$ cat config.mk
export PLATFORM = sky130hd
export DESIGN_NAME = memory_map_range_merger_unit_flat
export DESIGN_NICKNAME = d
export VERILOG_FILES = /design/src/rtl/mmrm_pkg.sv /design/src/rtl/mmrm_if.sv /design/src/rtl/mmrm_front.sv /design/src/rtl/mmrm_queue.sv /design/src/rtl/mmrm_back.sv /design/src/rtl/memory_map_range_merger_unit.sv /design/src/flat_wrapper.sv
export SDC_FILE = /design/constraint.sdc
export NUM_CORES = 2
export LEC_CHECK = 0
export BUFFER_PORTS_ARGS = -buffer_cell sky130_fd_sc_hd__buf_2
export CAP_MARGIN = 20
export CORE_MARGIN = 8
export CORE_UTILIZATION = 30
export CTS_BUF_LIST = sky130_fd_sc_hd__clkbuf_16
export CTS_CLUSTER_SIZE = 24
export DETAILED_ROUTE_END_ITERATION = 16
export PLACE_DENSITY = 0.44
export RECOVER_POWER = 100
export SYNTH_ARGS = -nofsm -noshare
export SYNTH_HDL_FRONTEND = slang
export SYNTH_SLANG_ARGS = --single-unit
$ cat constraint.sdc
create_clock -name clk -period 30.8 [get_ports clk]
set_clock_uncertainty 0.15 [all_clocks]
set_input_delay 0 -clock clk [delete_from_list [all_inputs] [get_ports clk]]
set_output_delay 0 -clock clk [all_outputs]
set_load 0.01 [all_outputs]
$ cat src/rtl/mmrm_pkg.sv
// shared types and constants of the memory map range merger
package mmrm_pkg;

    localparam int unsigned PAGE_SHIFT = 12;
    localparam int unsigned PAGES_W    = 52;
    localparam int unsigned MASK_W     = 16;
    localparam int unsigned PADDR_W    = 3;

    localparam logic [PAGES_W-1:0] PAGES_MAX = '1;

    localparam logic [MASK_W-1:0] JOIN_MASK_RESET = 16'd24;

    localparam logic REG_JOIN_MASK = 1'b0;

    typedef struct packed {
        logic [31:0]        mem_type;
        logic [63:0]        phys;
        logic [63:0]        virt;
        logic [PAGES_W-1:0] pages;
        logic [63:0]        attr;
        logic               last;
    } desc_t;

    typedef struct packed {
        logic [1:0] cnt;
        desc_t      w0;
        desc_t      w1;
    } push_t;

endpackage

$ cat src/rtl/mmrm_if.sv
// descriptor input and output channel interfaces
interface mmrm_in_if;
    logic        valid;
    logic        ready;
    logic [31:0] mem_type;
    logic [63:0] phys_start;
    logic [63:0] virt_start;
    logic [51:0] page_count;
    logic [63:0] attributes;
    logic        last_entry;

    modport source (output valid, mem_type, phys_start, virt_start, page_count, attributes,
                    last_entry, input ready);
    modport sink (input valid, mem_type, phys_start, virt_start, page_count, attributes,
                  last_entry, output ready);
endinterface

interface mmrm_out_if;
    logic        valid;
    logic        ready;
    logic [31:0] out_type;
    logic [63:0] out_phys_start;
    logic [63:0] out_virt_start;
    logic [51:0] out_pages;
    logic [63:0] out_attributes;
    logic        out_last;

    modport source (output valid, out_type, out_phys_start, out_virt_start, out_pages,
                    out_attributes, out_last, input ready);
    modport sink (input valid, out_type, out_phys_start, out_virt_start, out_pages,
                  out_attributes, out_last, output ready);
endinterface

$ cat src/rtl/mmrm_front.sv
// front part: accepts descriptors, compares against the pending range, pushes words
module mmrm_front (
    input  logic                        clk,
    input  logic                        rst_n,
    mmrm_in_if.sink                     desc_in,
    input  logic [mmrm_pkg::MASK_W-1:0] join_mask,
    input  logic                        space_ok,
    output mmrm_pkg::push_t             push
);
    import mmrm_pkg::*;

    desc_t             pend_reg;
    desc_t             pend_next;
    logic              pv_reg;
    logic              pv_next;
    desc_t             in_word;
    logic              accept;
    logic [63:0]       pend_end;
    logic              in_ok;
    logic              pend_ok;
    logic              join_hit;
    logic [PAGES_W:0]  sum;
    logic [PAGES_W-1:0] sat_pages;

    assign desc_in.ready = space_ok;
    assign accept = desc_in.valid && space_ok;

    assign in_word.mem_type = desc_in.mem_type;
    assign in_word.phys     = desc_in.phys_start;
    assign in_word.virt     = desc_in.virt_start;
    assign in_word.pages    = desc_in.page_count;
    assign in_word.attr     = desc_in.attributes;
    assign in_word.last     = desc_in.last_entry;

    assign pend_end = pend_reg.phys + {pend_reg.pages, {PAGE_SHIFT{1'b0}}};
    assign in_ok    = (in_word.mem_type[31:4] == '0) && join_mask[in_word.mem_type[3:0]];
    assign pend_ok  = (pend_reg.mem_type[31:4] == '0) && join_mask[pend_reg.mem_type[3:0]];
    assign join_hit = (in_word.attr == pend_reg.attr) && (pend_end == in_word.phys)
                      && in_ok && pend_ok;

    assign sum       = {1'b0, pend_reg.pages} + {1'b0, in_word.pages};
    assign sat_pages = sum[PAGES_W] ? PAGES_MAX : sum[PAGES_W-1:0];

    always_comb
    begin
        push      = '0;
        pend_next = pend_reg;
        pv_next   = pv_reg;
        if (accept)
        begin
            if (!pv_reg)
            begin
                pend_next = in_word;
                if (in_word.last)
                begin
                    push.cnt     = 2'd1;
                    push.w0      = in_word;
                    push.w0.last = 1'b1;
                    pv_next      = 1'b0;
                end
                else
                begin
                    pv_next = 1'b1;
                end
            end
            else if (join_hit)
            begin
                pend_next.pages = sat_pages;
                if (in_word.last)
                begin
                    push.cnt      = 2'd1;
                    push.w0       = pend_reg;
                    push.w0.pages = sat_pages;
                    push.w0.last  = 1'b1;
                    pv_next       = 1'b0;
                end
            end
            else
            begin
                push.cnt     = 2'd1;
                push.w0      = pend_reg;
                push.w0.last = 1'b0;
                pend_next    = in_word;
                if (in_word.last)
                begin
                    push.cnt     = 2'd2;
                    push.w1      = in_word;
                    push.w1.last = 1'b1;
                    pv_next      = 1'b0;
                end
            end
        end
    end

    always_ff @(posedge clk or negedge rst_n)
    begin
        if (!rst_n)
        begin
            pv_reg <= 1'b0;
        end
        else
        begin
            pv_reg <= pv_next;
        end
    end

    always_ff @(posedge clk)
    begin
        pend_reg <= pend_next;
    end

`ifndef SYNTH
    a_last_clears: assert property (@(posedge clk) disable iff (!rst_n)
        accept && desc_in.last_entry |=> !pv_reg)
        else $error("pending range survives a last entry");
    a_first_holds: assert property (@(posedge clk) disable iff (!rst_n)
        accept && !pv_reg && !desc_in.last_entry |-> push.cnt == 2'd0 ##1 pv_reg)
        else $error("first descriptor not held pending");
    a_two_words: assert property (@(posedge clk) disable iff (!rst_n)
        push.cnt == 2'd2 |-> accept && pv_reg && desc_in.last_entry && !join_hit)
        else $error("two words pushed outside a break on the last entry");
`endif

endmodule

$ cat src/rtl/mmrm_queue.sv
// short word queue between front and back, takes up to two words a cycle
module mmrm_queue #(
    parameter int unsigned DEPTH = 4
) (
    input  logic            clk,
    input  logic            rst_n,
    input  mmrm_pkg::push_t push,
    output logic            space_ok,
    output logic            head_valid,
    output mmrm_pkg::desc_t head,
    input  logic            pop
);
    import mmrm_pkg::*;

    localparam int unsigned PTR_W = (DEPTH > 1) ? $clog2(DEPTH) : 1;
    localparam int unsigned CNT_W = $clog2(DEPTH + 1);

    desc_t            mem_reg [DEPTH];
    logic [PTR_W-1:0] wr_ptr_reg;
    logic [PTR_W-1:0] wr_ptr_next;
    logic [PTR_W-1:0] wr_ptr_inc;
    logic [PTR_W-1:0] rd_ptr_reg;
    logic [PTR_W-1:0] rd_ptr_next;
    logic [CNT_W-1:0] count_reg;
    logic [CNT_W-1:0] count_next;
    logic             do_pop;

    function automatic logic [PTR_W-1:0] ptr_inc(input logic [PTR_W-1:0] p);
        logic [PTR_W-1:0] r;
        if (p == PTR_W'(DEPTH - 1))
            r = '0;
        else
            r = p + PTR_W'(1);
        return r;
    endfunction

    assign space_ok   = count_reg <= CNT_W'(DEPTH - 2);
    assign head_valid = count_reg != '0;
    assign head       = mem_reg[rd_ptr_reg];
    assign do_pop     = pop && head_valid;
    assign wr_ptr_inc = ptr_inc(wr_ptr_reg);

    always_comb
    begin
        case (push.cnt)
            2'd1:    wr_ptr_next = wr_ptr_inc;
            2'd2:    wr_ptr_next = ptr_inc(wr_ptr_inc);
            default: wr_ptr_next = wr_ptr_reg;
        endcase
        rd_ptr_next = do_pop ? ptr_inc(rd_ptr_reg) : rd_ptr_reg;
        count_next  = count_reg + CNT_W'(push.cnt) - CNT_W'(do_pop);
    end

    always_ff @(posedge clk or negedge rst_n)
    begin
        if (!rst_n)
        begin
            wr_ptr_reg <= '0;
            rd_ptr_reg <= '0;
            count_reg  <= '0;
        end
        else
        begin
            wr_ptr_reg <= wr_ptr_next;
            rd_ptr_reg <= rd_ptr_next;
            count_reg  <= count_next;
        end
    end

    always_ff @(posedge clk)
    begin
        if (push.cnt != 2'd0)
            mem_reg[wr_ptr_reg] <= push.w0;
        if (push.cnt == 2'd2)
            mem_reg[wr_ptr_inc] <= push.w1;
    end

endmodule

$ cat src/rtl/mmrm_back.sv
// back part: output register that hands queued words to the result channel
module mmrm_back (
    input  logic            clk,
    input  logic            rst_n,
    input  logic            head_valid,
    input  mmrm_pkg::desc_t head,
    output logic            pop,
    mmrm_out_if.source      desc_out
);
    import mmrm_pkg::*;

    desc_t out_reg;
    logic  out_valid_reg;
    logic  out_valid_next;

    assign pop            = head_valid && (!out_valid_reg || desc_out.ready);
    assign out_valid_next = pop || (out_valid_reg && !desc_out.ready);

    always_ff @(posedge clk or negedge rst_n)
    begin
        if (!rst_n)
        begin
            out_valid_reg <= 1'b0;
        end
        else
        begin
            out_valid_reg <= out_valid_next;
        end
    end

    always_ff @(posedge clk)
    begin
        if (pop)
            out_reg <= head;
    end

    assign desc_out.valid          = out_valid_reg;
    assign desc_out.out_type       = out_reg.mem_type;
    assign desc_out.out_phys_start = out_reg.phys;
    assign desc_out.out_virt_start = out_reg.virt;
    assign desc_out.out_pages      = out_reg.pages;
    assign desc_out.out_attributes = out_reg.attr;
    assign desc_out.out_last       = out_reg.last;

endmodule

$ cat src/rtl/memory_map_range_merger_unit.sv
// top level of the memory map range merger with its register port
// a word is queued when its completing descriptor is accepted, then loaded into out_reg
// throughput: one descriptor accepted and one word delivered per cycle while not stalled
// input is taken while the word queue has two free slots; pending compare is combinational
// reset: pending range, queue and output register empty, join mask at 24
module memory_map_range_merger_unit #(
    parameter int unsigned QUEUE_DEPTH = 4
) (
    input  logic                         clk,
    input  logic                         rst_n,
    input  logic                         psel,
    input  logic                         penable,
    input  logic                         pwrite,
    input  logic [mmrm_pkg::PADDR_W-1:0] paddr,
    input  logic [31:0]                  pwdata,
    output logic [31:0]                  prdata,
    output logic                         pready,
    mmrm_in_if.sink                      desc_in,
    mmrm_out_if.source                   desc_out
);
    import mmrm_pkg::*;

    logic [MASK_W-1:0] join_mask_reg;
    logic              mask_sel;
    push_t             push;
    logic              space_ok;
    logic              head_valid;
    desc_t             head;
    logic              pop;

    assign pready   = 1'b1;
    assign mask_sel = paddr[2] == REG_JOIN_MASK;
    assign prdata   = mask_sel ? {{(32 - MASK_W){1'b0}}, join_mask_reg} : '0;

    always_ff @(posedge clk or negedge rst_n)
    begin
        if (!rst_n)
        begin
            join_mask_reg <= JOIN_MASK_RESET;
        end
        else if (psel && penable && pwrite && mask_sel)
        begin
            join_mask_reg <= pwdata[MASK_W-1:0];
        end
    end

    mmrm_front u_front (
        .clk       (clk),
        .rst_n     (rst_n),
        .desc_in   (desc_in),
        .join_mask (join_mask_reg),
        .space_ok  (space_ok),
        .push      (push)
    );

    mmrm_queue #(
        .DEPTH (QUEUE_DEPTH)
    ) u_queue (
        .clk        (clk),
        .rst_n      (rst_n),
        .push       (push),
        .space_ok   (space_ok),
        .head_valid (head_valid),
        .head       (head),
        .pop        (pop)
    );

    mmrm_back u_back (
        .clk        (clk),
        .rst_n      (rst_n),
        .head_valid (head_valid),
        .head       (head),
        .pop        (pop),
        .desc_out   (desc_out)
    );

endmodule

$ cat src/flat_wrapper.sv
// flat-port wrapper written by rule: the top's interface ports become plain ports
module memory_map_range_merger_unit_flat import mmrm_pkg::*;
#(
    parameter int unsigned QUEUE_DEPTH = 4
)
  (clk, rst_n, psel, penable, pwrite, paddr, pwdata, prdata, pready, desc_in_valid, desc_in_mem_type, desc_in_phys_start, desc_in_virt_start, desc_in_page_count, desc_in_attributes, desc_in_last_entry, desc_in_ready, desc_out_valid, desc_out_out_type, desc_out_out_phys_start, desc_out_out_virt_start, desc_out_out_pages, desc_out_out_attributes, desc_out_out_last, desc_out_ready);
  mmrm_in_if desc_in_i ();
  mmrm_out_if desc_out_i ();
  input  logic clk;
  input  logic rst_n;
  input  logic psel;
  input  logic penable;
  input  logic pwrite;
  input  logic [mmrm_pkg::PADDR_W-1:0] paddr;
  input  logic [31:0] pwdata;
  output logic [31:0] prdata;
  output logic pready;
  input wire logic [$bits(desc_in_i.valid)-1:0] desc_in_valid;
  input wire logic [$bits(desc_in_i.mem_type)-1:0] desc_in_mem_type;
  input wire logic [$bits(desc_in_i.phys_start)-1:0] desc_in_phys_start;
  input wire logic [$bits(desc_in_i.virt_start)-1:0] desc_in_virt_start;
  input wire logic [$bits(desc_in_i.page_count)-1:0] desc_in_page_count;
  input wire logic [$bits(desc_in_i.attributes)-1:0] desc_in_attributes;
  input wire logic [$bits(desc_in_i.last_entry)-1:0] desc_in_last_entry;
  output wire logic [$bits(desc_in_i.ready)-1:0] desc_in_ready;
  output wire logic [$bits(desc_out_i.valid)-1:0] desc_out_valid;
  output wire logic [$bits(desc_out_i.out_type)-1:0] desc_out_out_type;
  output wire logic [$bits(desc_out_i.out_phys_start)-1:0] desc_out_out_phys_start;
  output wire logic [$bits(desc_out_i.out_virt_start)-1:0] desc_out_out_virt_start;
  output wire logic [$bits(desc_out_i.out_pages)-1:0] desc_out_out_pages;
  output wire logic [$bits(desc_out_i.out_attributes)-1:0] desc_out_out_attributes;
  output wire logic [$bits(desc_out_i.out_last)-1:0] desc_out_out_last;
  input wire logic [$bits(desc_out_i.ready)-1:0] desc_out_ready;
  assign desc_in_i.valid = desc_in_valid;
  assign desc_in_i.mem_type = desc_in_mem_type;
  assign desc_in_i.phys_start = desc_in_phys_start;
  assign desc_in_i.virt_start = desc_in_virt_start;
  assign desc_in_i.page_count = desc_in_page_count;
  assign desc_in_i.attributes = desc_in_attributes;
  assign desc_in_i.last_entry = desc_in_last_entry;
  assign desc_in_ready = desc_in_i.ready;
  assign desc_out_valid = desc_out_i.valid;
  assign desc_out_out_type = desc_out_i.out_type;
  assign desc_out_out_phys_start = desc_out_i.out_phys_start;
  assign desc_out_out_virt_start = desc_out_i.out_virt_start;
  assign desc_out_out_pages = desc_out_i.out_pages;
  assign desc_out_out_attributes = desc_out_i.out_attributes;
  assign desc_out_out_last = desc_out_i.out_last;
  assign desc_out_i.ready = desc_out_ready;
  memory_map_range_merger_unit #(.QUEUE_DEPTH(QUEUE_DEPTH)) u_core (.clk(clk), .rst_n(rst_n), .psel(psel), .penable(penable), .pwrite(pwrite), .paddr(paddr), .pwdata(pwdata), .prdata(prdata), .pready(pready), .desc_in(desc_in_i), .desc_out(desc_out_i));
endmodule
==> flow_metrics.env <==
export IMPL_status="finished with violations"
export IMPL_violations="capacitance limit, slew limit"
export IMPL_drtIter0Drc=6151
export IMPL_grt_max_degree=138
export IMPL_numCtsBuffers=199
export IMPL_rows=192
export IMPL_fin_cells=11100
export IMPL_slew_limit_headroom_pct=-574
export IMPL_syn_inst=6243
export IMPL_synth_flop_cell="edfxtp_1"
export IMPL_min_from="desc_in_page_count[47]"
export IMPL_grt_antenna_before_repair=55
export IMPL_arrival_ps=18480
export IMPL_die_h_microns=541
export IMPL_dieArea_sq_um=292000
export IMPL_wl_per_cell_microns=30.4
export IMPL_seqPwrFrac_pct=39.1
export IMPL_fin_tns_setup_ps=0
export IMPL_die_width_microns=541
export IMPL_multiInputGateArea_sq_um=29900
export IMPL_htreeDepth=4
export IMPL_placed_cells=10000
export IMPL_ys_ff_latch=1686
export IMPL_hpwlAfterDp_mm=203
export IMPL_synth_area_sq_um=82500
export IMPL_wirelength_mm=336
export IMPL_async_flop_share_pct=1.48
export IMPL_netlist_cell_type_count=89
export IMPL_path_class="reg -> reg"
export IMPL_switching_power_mw=3.52
export IMPL_period_needed_ps=18300
export IMPL_timing_rr_start="u_core.u_front.pend_reg[65]$_DFFE_PP_"
export IMPL_power_mw=9.32
export IMPL_vias=62500
export IMPL_vias_per_cell=5.65
export IMPL_hold_violations=0
export IMPL_hold_class="in -> reg"
export IMPL_path_max_fanout=114
export IMPL_num_nets_final=7725
export IMPL_track_usage_pct=21.8
export IMPL_insertion_delay_ps=890
export IMPL_cts_tree="done"
export IMPL_antenna_left=0
export IMPL_root_buffer="clkbuf_16"
export IMPL_n_fill_cell=26600
export IMPL_grt_pass1_wl_mm=472
export IMPL_cp_end_kind="flop"
export IMPL_crit_required_ps=30980
export IMPL_grt_pass1_vias=61800
export IMPL_avgSynthCellArea_sq_um=13.2
export IMPL_drc=0
export IMPL_grt_remaining_overflow=0
export IMPL_clock_sinks=1686
export IMPL_powerDensity_nw_per_um2=92.5
export IMPL_start_util_pct=30.2
export IMPL_yosysWarningCount=0
export IMPL_gp_congestion=0.920
export IMPL_area_growth_pct=22.1
export IMPL_p_int_mw=5.81
export IMPL_ios=631
export IMPL_synth_seq_area_share_pct=61.2
export IMPL_cts_resized=0
export IMPL_clock_path_buffers=4
export IMPL_seq_area_sq_um=50500
export IMPL_switching_share_pct=37.7
export IMPL_setup_violations=0
export IMPL_start_kind="flop"
export IMPL_grt_setup_unrepaired="false"
export IMPL_timing_final_max_slew_violations=3544
export IMPL_drt_pass1_iter_count=6
export IMPL_maxCapViolations=67
export IMPL_crit_path_start="u_core.u_front.pend_reg[65]$_DFFE_PP_"
export IMPL_largest_reg_flops=1108
export IMPL_synth_edff_count=1661
export IMPL_path_clk_slew_ps=60
export IMPL_worstMarginPinSlew_ps=10110
export IMPL_core_sq_um=274000
export IMPL_fin_crit_sh_pct=59.4
export IMPL_pwr_share_clk_pct=25.2
export IMPL_combPwrFrac_pct=35.8
export IMPL_drive_gt1_share_pct=11.2
export IMPL_port_buffers=595
export IMPL_leakagePower_nw=32.5
export IMPL_peakVddDrop_mv=0.0532
export IMPL_max_freq_mhz=54.6
==> synth_stat cells (all sizes together), types with 10 or more instances <==
cell	number	area, sq um
nor2	282	1060
nor4	53	347
a31oi	36	225
inv	46	173
o31ai	33	248
and2	19	119
and3	21	131
o2111ai	10	87.6
nand2b	13	81.3
mux4	286	6440
nor3	46	230
dfrtp	23	576
o221a	15	230
a2111oi	12	144
buf	172	848
o2bb2ai	274	2400
a32o	162	1620
xor2	69	604
a21o	57	428
o21ai	475	2380
o21a	30	225
xnor2	123	1080
o22ai	261	1630
o211ai	26	195
nor2b	25	156
edfxtp	1661	49900
mux2	26	293
clkbuf	327	1230
nand2	875	3280
a32oi	111	972
mux2i	15	150
ha	116	1450
o21bai	12	90.1
nand3	62	323
a211oi	25	198
a21oi	194	971
nand4	70	438
a22o	39	342
==> area by class of cell <==
type	instances	area share [%]
Sequential cell	1686	50.1
Clock buffer	200	4.96
Antenna cell	31	0.0770
Tap cell	3589	4.45
Inverter	48	0.180
Clock inverter	166	1.32
Timing Repair Buffer	1327	9.23
Multi-Input combinational cell	4025	29.7
==> metal layers <==
| layer | GRT usage [%] | wire length (microns) |
|---|---|---|
| met3 | 3.87 | 24300 |
| met2 | 35.4 | 157000 |
| met1 | 29.5 | 142000 |
| met4 | 7.62 | 12700 |
| met5 | 0 | 128 |
==> per-stage QoR <==
| step | setup slack [ps] | utilization [%] | hold WS (ps) | cell area (sq um) |
|---|---|---|---|---|
| after floorplan | 5700 | - | -446 | 82600 |
| final | 12500 | 36.8 | 64.4 | 101000 |
| after global placement | 21820 | 32.6 | -24.3 | 89200 |
| after detailed placement | 21810 | 32.6 | -37.3 | 89200 |
| after global routing | 11610 | 36.8 | 29.5 | 101000 |
| after CTS | 21750 | 37.2 | 0.307 | 102000 |
==> power groups by stage <==
| stage | Combinational [mW] | Sequential (mW) | Clock, mW |
|---|---|---|---|
| final | 3.33 | 3.64 | 2.35 |
| after global routing | 3.57 | 3.69 | 2.48 |
| after CTS | 3.40 | 3.57 | 2.40 |
| after detailed placement | 3.31 | 3.61 | 0 |
| after global placement | 3.30 | 3.60 | 0 |
| after floorplan | 1.92 | 3.87 | 0 |
==> kinds of logic after synthesis <==
kind of cell | after synthesis | synth area share (%)
compound gates | 1846 | 15.8
fa+ha+maj | 119 | 1.83
buf+inv | 547 | 2.73
simple gates | 1524 | 8.05
flops | 1686 | 61.2
xor+xnor | 192 | 2.04
other cells | 2 | 0.00910
mux | 327 | 8.34
==> timing repair <==
action / CTS / global route
endpoints found under the hold margin: 1520 / 0
buffers inserted: 0 / 0
setup endpoints to repair: 0 / 0
hold buffers: 627 / 0
==> worst max-delay path: stages, from the launching register on <==
cell and delay, ps:
edfxtp_1 530, ha_1 330, fa_1 450, a211oi_1 480, o21ai_0 160, clkbuf_1 290, a211oi_1 730, o21ai_0 710
xnor2_1 450, o21ai_0 230, a2111o_1 390, nor2_1 190, and3_1 330, ha_1 200, nor2_1 50, o21ai_0 390
ha_1 510, nand2_2 60, clkbuf_1 850, o21ai_0 430, clkbuf_1 6690, clkbuf_1 2940
==> layout by cell type, fill, tap and decap left out, types with 52 or more instances in the layout <==
cell / instances
mux4_2: 286
edfxtp_1: 1661
a32o_1: 162
o22ai_1: 261
clkbuf_16: 200
nand2_1: 869
xor2_1: 69
dlygate4sd3_1: 626
a21oi_1: 193
nor4_1: 52
o21ai_0: 470
a32oi_1: 111
inv_1: 82
xnor2_1: 123
nand4_1: 70
nand3_1: 61
clkbuf_1: 522
buf_2: 127
o2bb2ai_1: 274
ha_1: 116
nor2_1: 278
==> final timing paths <==
check / slack [ps] / to / cells past startpoint
hold reg to reg: 350 / u_core.u_queue.count_reg[2]$_DFF_PN0_ / 1
setup reg to reg: 12500 / u_core.u_queue.mem_reg[2][219]$_DFFE_PP_ / 21
setup / recovery: 12500 / u_core.u_queue.mem_reg[2][219]$_DFFE_PP_ / 21
min in group asynchronous: 1150 / u_core.join_mask_reg[2]$_DFFE_PN0P_ / 5
max in group asynchronous: 28010 / u_core.u_queue.rd_ptr_reg[1]$_DFFE_PN0P_ / 5
hold / removal: 60 / u_core.u_queue.mem_reg[2][112]$_DFFE_PP_ / 3
Power figures use the tool's default switching activity.
